File: src/rtl/core/b58_pkg.sv
`timescale 1ns / 1ps
// Shared constants, types and the character table of the base-58 encoder.
package b58_pkg;

  localparam int ByteW  = 8;
  localparam int DigitW = 6;
  localparam int CharW  = 7;
  localparam int AccW   = DigitW + ByteW;

  localparam int Radix = 58;

  // acc / 58 == (acc * 1130) >> 16, exact for acc below 58 * 256
  localparam int RecipW = 11;
  localparam logic [RecipW-1:0] Recip58 = 11'd1130;
  localparam int RecipShift = 16;
  localparam int ProdW = AccW + RecipW;

  // at most this many characters per message
  localparam int ResultCap = 45;
  localparam int CapW      = 6;

  localparam logic [CharW-1:0] CharOne = 7'h31;

  localparam logic [8*Radix-1:0] AlphabetStr =
    "123456789ABCDEFGHJKLMNPQRSTUVWXYZabcdefghijkmnopqrstuvwxyz";

  typedef struct packed {
    logic clear;
    logic shift;
  } cell_ctrl_t;

  function automatic logic [CharW-1:0] b58_char(input logic [DigitW-1:0] d);
    logic [7:0] c;
    c = 8'h00;
    if (d < DigitW'(Radix)) begin
      c = AlphabetStr[8*(Radix-1-int'(d)) +: 8];
    end
    return c[CharW-1:0];
  endfunction

endpackage

File: src/rtl/core/b58_cell.sv
`timescale 1ns / 1ps
// One base-58 digit of the store: folds a carry wavefront, shifts, clears.
module b58_cell (
  input  logic                      clk,
  input  logic                      rst,
  input  b58_pkg::cell_ctrl_t       ctrl,
  input  logic                      tok_in,
  input  logic [b58_pkg::ByteW-1:0]  carry_in,
  input  logic [b58_pkg::DigitW-1:0] digit_in,
  output logic [b58_pkg::DigitW-1:0] digit,
  output logic                      tok_out,
  output logic [b58_pkg::ByteW-1:0]  carry_out
);
  import b58_pkg::*;

  logic [AccW-1:0]   acc;
  logic [ProdW-1:0]  prod;
  logic [ByteW-1:0]  quo;
  logic [AccW-1:0]   rem_full;
  logic [DigitW-1:0] rem;

  // acc = digit * 256 + carry, always below 58 * 256
  assign acc      = {digit, {ByteW{1'b0}}} + {{DigitW{1'b0}}, carry_in};
  assign prod     = {{RecipW{1'b0}}, acc} * {{AccW{1'b0}}, Recip58};
  assign quo      = prod[RecipShift +: ByteW];
  assign rem_full = acc - ({{DigitW{1'b0}}, quo} * AccW'(Radix));
  assign rem      = rem_full[DigitW-1:0];

  always_ff @(posedge clk) begin
    if (rst) begin
      digit   <= '0;
      tok_out <= 1'b0;
    end else if (ctrl.clear) begin
      digit   <= '0;
      tok_out <= 1'b0;
    end else begin
      tok_out <= tok_in;
      if (ctrl.shift) begin
        digit <= digit_in;
      end else if (tok_in) begin
        digit <= rem;
      end
    end
  end

  always_ff @(posedge clk) begin
    if (tok_in) begin
      carry_out <= quo;
    end
  end

endmodule

File: config.mk
export PLATFORM = sky130hd
export DESIGN_NAME = b58_cell
export DESIGN_NICKNAME = d
export VERILOG_FILES = /design/src/rtl/core/b58_pkg.sv /design/src/rtl/core/b58_cell.sv
export SDC_FILE = /design/constraint.sdc
export NUM_CORES = 1
export LEC_CHECK = 0
export ABC_AREA = 1
export BUFFER_PORTS_ARGS = -buffer_cell sky130_fd_sc_hd__clkbuf_2
export CORE_MARGIN = 4
export CORE_UTILIZATION = 45
export DETAILED_ROUTE_END_ITERATION = 6
export PLACE_DENSITY = 0.65
export SETUP_SLACK_MARGIN = 0.5
export SLEW_MARGIN = 30
export SYNTH_ARGS = -nofsm -noshare
export SYNTH_HDL_FRONTEND = slang
export SYNTH_SLANG_ARGS = --single-unit
File: constraint.sdc
create_clock -name clk -period 8.8 [get_ports clk]
set_clock_uncertainty 0.05 [all_clocks]
set_input_delay 0.44 -clock clk [delete_from_list [all_inputs] [get_ports clk]]
set_output_delay 0.44 -clock clk [all_outputs]
set_load 0.05 [all_outputs]
== After elaboration in Yosys (flattened, before gate mapping) ==
Cells that the tools add are included.
Operators by class
  multiplexer cells: 2
  add/sub/neg operators: 2
  $mul: 2
  reductions and logical operators: 2
Operator list (number)
  $mul A14 B10 Y23 const B: 1
  $add A14 B8 Y14: 1
  $mux W6: 2
  $mul A8 B5 Y5 const B: 1
  $sub A6 B6 Y6: 1
  $reduce_bool A2 Y1: 1
  $reduce_or A2 Y1: 1
Word-level totals
  input bits: 19
  register bits after elaboration: 15

== Depth between registers and ports, before layout ==
  depth in word-level cells: 6
  gate-level depth with buffers: 33

== Worst setup path before layout ==
Ideal clock, no wire load.
  path type: reg2reg
  start: register digit[1] in the netlist's numbering
  end: register digit[5] in the netlist's numbering
  cell stages (with the launch flop): 28
  path buffers: 0
  slack: 2845 ps
  data required time: 8683 ps
  arrival time: 5839 ps
  clock period less this slack: 5955 ps
  path through: dfxtp_1 -> ha_1 -> ha_1 -> fa_1 -> fa_1 -> inv_1 -> fa_1 -> inv_1 -> ha_1 -> a21oi_1 -> o21ai_0 -> a21oi_1 -> inv_1 -> nand2_1 -> nand2_1 -> ha_1 -> ha_1 -> ha_1 -> inv_1 -> ha_1 -> a21o_1 -> a31oi_1 -> inv_1 -> nand3_1 -> nand2_1 -> nand2_1 -> nand3_2 -> a21oi_2
Between the ends
  cells in the longest elaborated chain, start to end: 6
Ends and longest elaborated chain
  start, declared: RTL line b58_cell.sv:10  | output logic [b58_pkg::DigitW-1:0] digit,
  start signal, assigned: RTL line b58_cell.sv:39  | digit <= digit_in;
  start signal, assigned: RTL line b58_cell.sv:41  | digit <= rem;
  $add A14 B8 Y14: RTL line b58_cell.sv:23  | assign acc = {digit, {ByteW{1'b0}}} + {{DigitW{1'b0}}, carry_in};
  $mul A14 B10 Y23: RTL line b58_cell.sv:24  | assign prod = {{RecipW{1'b0}}, acc} * {{AccW{1'b0}}, Recip58};
  via prod[17]: RTL line b58_cell.sv:17  | logic [ProdW-1:0] prod;
  $mul A8 B5 Y5: RTL line b58_cell.sv:26  | assign rem_full = acc - ({{DigitW{1'b0}}, quo} * AccW'(Radix));
  $sub A6 B6 Y6: RTL line b58_cell.sv:26
  $mux W6: RTL line b58_cell.sv:40  | end else if (tok_in) begin
  $mux W6: RTL line b58_cell.sv:38  | if (ctrl.shift) begin
The timed path passes the listed nets, and every way through them passes these cells. The select of a mux whose other input is x is not followed.
A chain may end at the register's enable or synchronous reset.

== Final worst setup path ==
  start: register digit[0] in the netlist's numbering
  end: register digit[5] in the netlist's numbering
Same word-level chain as after synthesis.

==> impl_metrics.yaml <==
floorplan:
  fp-row-count: 30
  coreArea_um2: 6830
  die-area_um2: 8500
  die_h_um: 92.2
  initial_utilization_pct: 46.7
  dieWidth_um: 92.2
  io_pins: 34
sta:
  hold_viol_final: 0
  setup-violations-final: 0
  tightest_slew_ns: 0.429
  rsz0062_at_grt: "false"
  fin_crit_sh_pct: 71.7
  finalWorstSetupSlack_ns: 2.49
  finalCriticalPeriod_ns: 6.31
  slew-limit-headroom_pct: 71.2
  max_freq_mhz: 159
  finalSetupTns_ns: 0
  slew_viol_final: 0
synthesis:
  ys_ff_latch: 15
  syn_area_um2: 3190
  yosys_most_used_dff: "edfxtp_1"
  syn_inst: 394
  avgSynthCellArea_um2: 8.09
  ys_warn_count: 0
  synth_edf_count: 8
  yosysUniqueCellTypes: 31
  synth_seq_area_share_pct: 11.9
  synthesis.nets: 524
  ys_async_sr_fraction_pct: 0
global_route:
  first_global_vias: 2683
  groute.usage.overall_pct: 18.4
  grt_overflow_total: 0
  grt_first_pass_wirelength_um: 12500
  antenna_found_initial: 0
  grt_max_degree: 11
route:
  detail-route-antenna-nets: 0
  drt_iter0_drc: 66
  first_pass_iters: 4
  route.final.wire_length_um: 6920
  dr_wl_met3_um: 205
  via_per_inst: 4.85
  top_layer: "met4"
  drt-met1-wl_um: 3280
  via_count: 2552
  wl_per_cell_um: 13.2
  met2WireLength_um: 3360
  drt_drc_violations_left: 0
clock_tree:
  cts_tree: "yes"
  htreeDepth: 1
  path_clk_slew_ns: 0.05
  cts_buffers: 3
  clock_latency_ns: 0.24
  cts_resized: 0
  clockBufferDepth: 2
  cts.sinks: 15
  root_buffer: "clkbuf_8"
  ctsHoldBuffers: 0
  post_cts_buffers: 0
run:
  cap_violations: 0
critical_path:
  cp-start-kind: "register"
  required_ns: 8.93
  r2r_slack_ns: 2.49
  crit_fanout: 6
  path_class: "reg2reg"
  cp_data_arrival_time_ns: 6.44
  cp-end-kind: "register"
finish:
  layout_common_cells: "inv_1, ha_1, nand2_1, clkbuf_2, fa_1"
  fillers: 711
  mostFrequentLayoutCell: "inv_1"
  drive_gt1_share_pct: 10.5
  area_delta_synth_final_pct: 10.2
  antenna-diode-count: 0
  final_net_count: 561
placed_design:
  gp_congestion: 0.913
  hpwl_um: 6230
  portBuffers: 33
  dp_slack_ns: 2.38
status:
  outcome: "finished, final reports clean"
min_path:
  worstHoldPathType: "in2reg"
==> state kept, by name, summed over array words and instances, names as in the netlist <==
register,cells
tok_out,1
digit,6
carry_out,8
==> layout make-up <==
type	instances	area (um2)	area share, %
Sequential cell	15	380	10.8
Clock buffer	4	45.0	1.28
Multi-Input combinational cell	268	2390	68.0
Inverter	110	413	11.7
Timing Repair Buffer	33	165	4.70
Tap cell	96	120	3.42
==> cell usage after synthesis, types with 3 or more instances <==
library cell	number	share of area (%)
ha_1	83	33
edfxtp_1	8	7.5
nand2_1	68	8.0
o21ai_0	6	0.94
nor2_1	15	1.8
a31oi_1	3	0.59
xnor2_1	3	0.82
inv_1	110	13
fa_1	28	18
a21oi_1	21	3.3
nand3_1	12	1.9
dfxtp_1	7	4.4
xor2_1	7	1.9
==> kinds of logic (layout without fill, tap and decap cells) <==
| family | count (synthesis) | after routing | share of synthesized area [%] |
|---|---|---|---|
| and+or+nand+nor | 105 | 105 | 14.1 |
| adders and majority gates | 111 | 111 | 50.1 |
| DFF | 15 | 15 | 11.9 |
| buffers and inverters | 111 | 147 | 13.1 |
| xor gates and xnor gates | 10 | 10 | 2.75 |
| AOI/OAI and AO/OA | 42 | 42 | 8.04 |
==> layer usage <==
| metal | GRT usage (%) | vias up |
|---|---|---|
| li1 | - | 1318 |
| met1 | 24.0 | 1184 |
| met2 | 33.5 | 43 |
| met3 | 1.39 | 7 |
| met4 | 3.34 | 0 |
| met5 | 0 | - |
==> worst paths after layout <==
check                   to   startpoint  cells after the start
setup reg to reg  digit[5]     digit[0]                     25
hold reg to reg   digit[4]     digit[4]                      2
hold / removal    digit[4]  digit_in[4]                      3
setup / recovery  digit[5]     digit[0]                     25
==> stage by stage <==
step                hold slack [ns]  area, um2  std cells  utilization, %
global placement              0.594       3470        522            50.8
global route                  0.426       3520        526            51.5
finish                        0.419       3520        526            51.5
CTS                           0.422       3520        526            51.5
floorplan                     0.502       3190        394               -
detailed placement            0.618       3470        522            50.8
==> critical path: stages (launching register included) <==
cell and delay [ns]:
dfxtp_1 0.53, ha_1 0.31, ha_1 0.32, fa_1 0.53
fa_1 0.55, inv_1 0.05, fa_1 0.50, inv_1 0.04
ha_1 0.30, nand2_1 0.14, o21bai_1 0.25, a21oi_1 0.08
xnor2_1 0.37, ha_1 0.35, ha_1 0.30, ha_1 0.28
inv_1 0.04, ha_1 0.31, a21o_1 0.20, a31oi_1 0.23
inv_1 0.08, nand3_1 0.12, nand2_1 0.07, nand2_1 0.07
nand3_2 0.06, a21oi_2 0.12
Power is left out: the tool's default activity adds up to more than one toggle a clock period on the data nets, which glitch-free logic cannot reach.
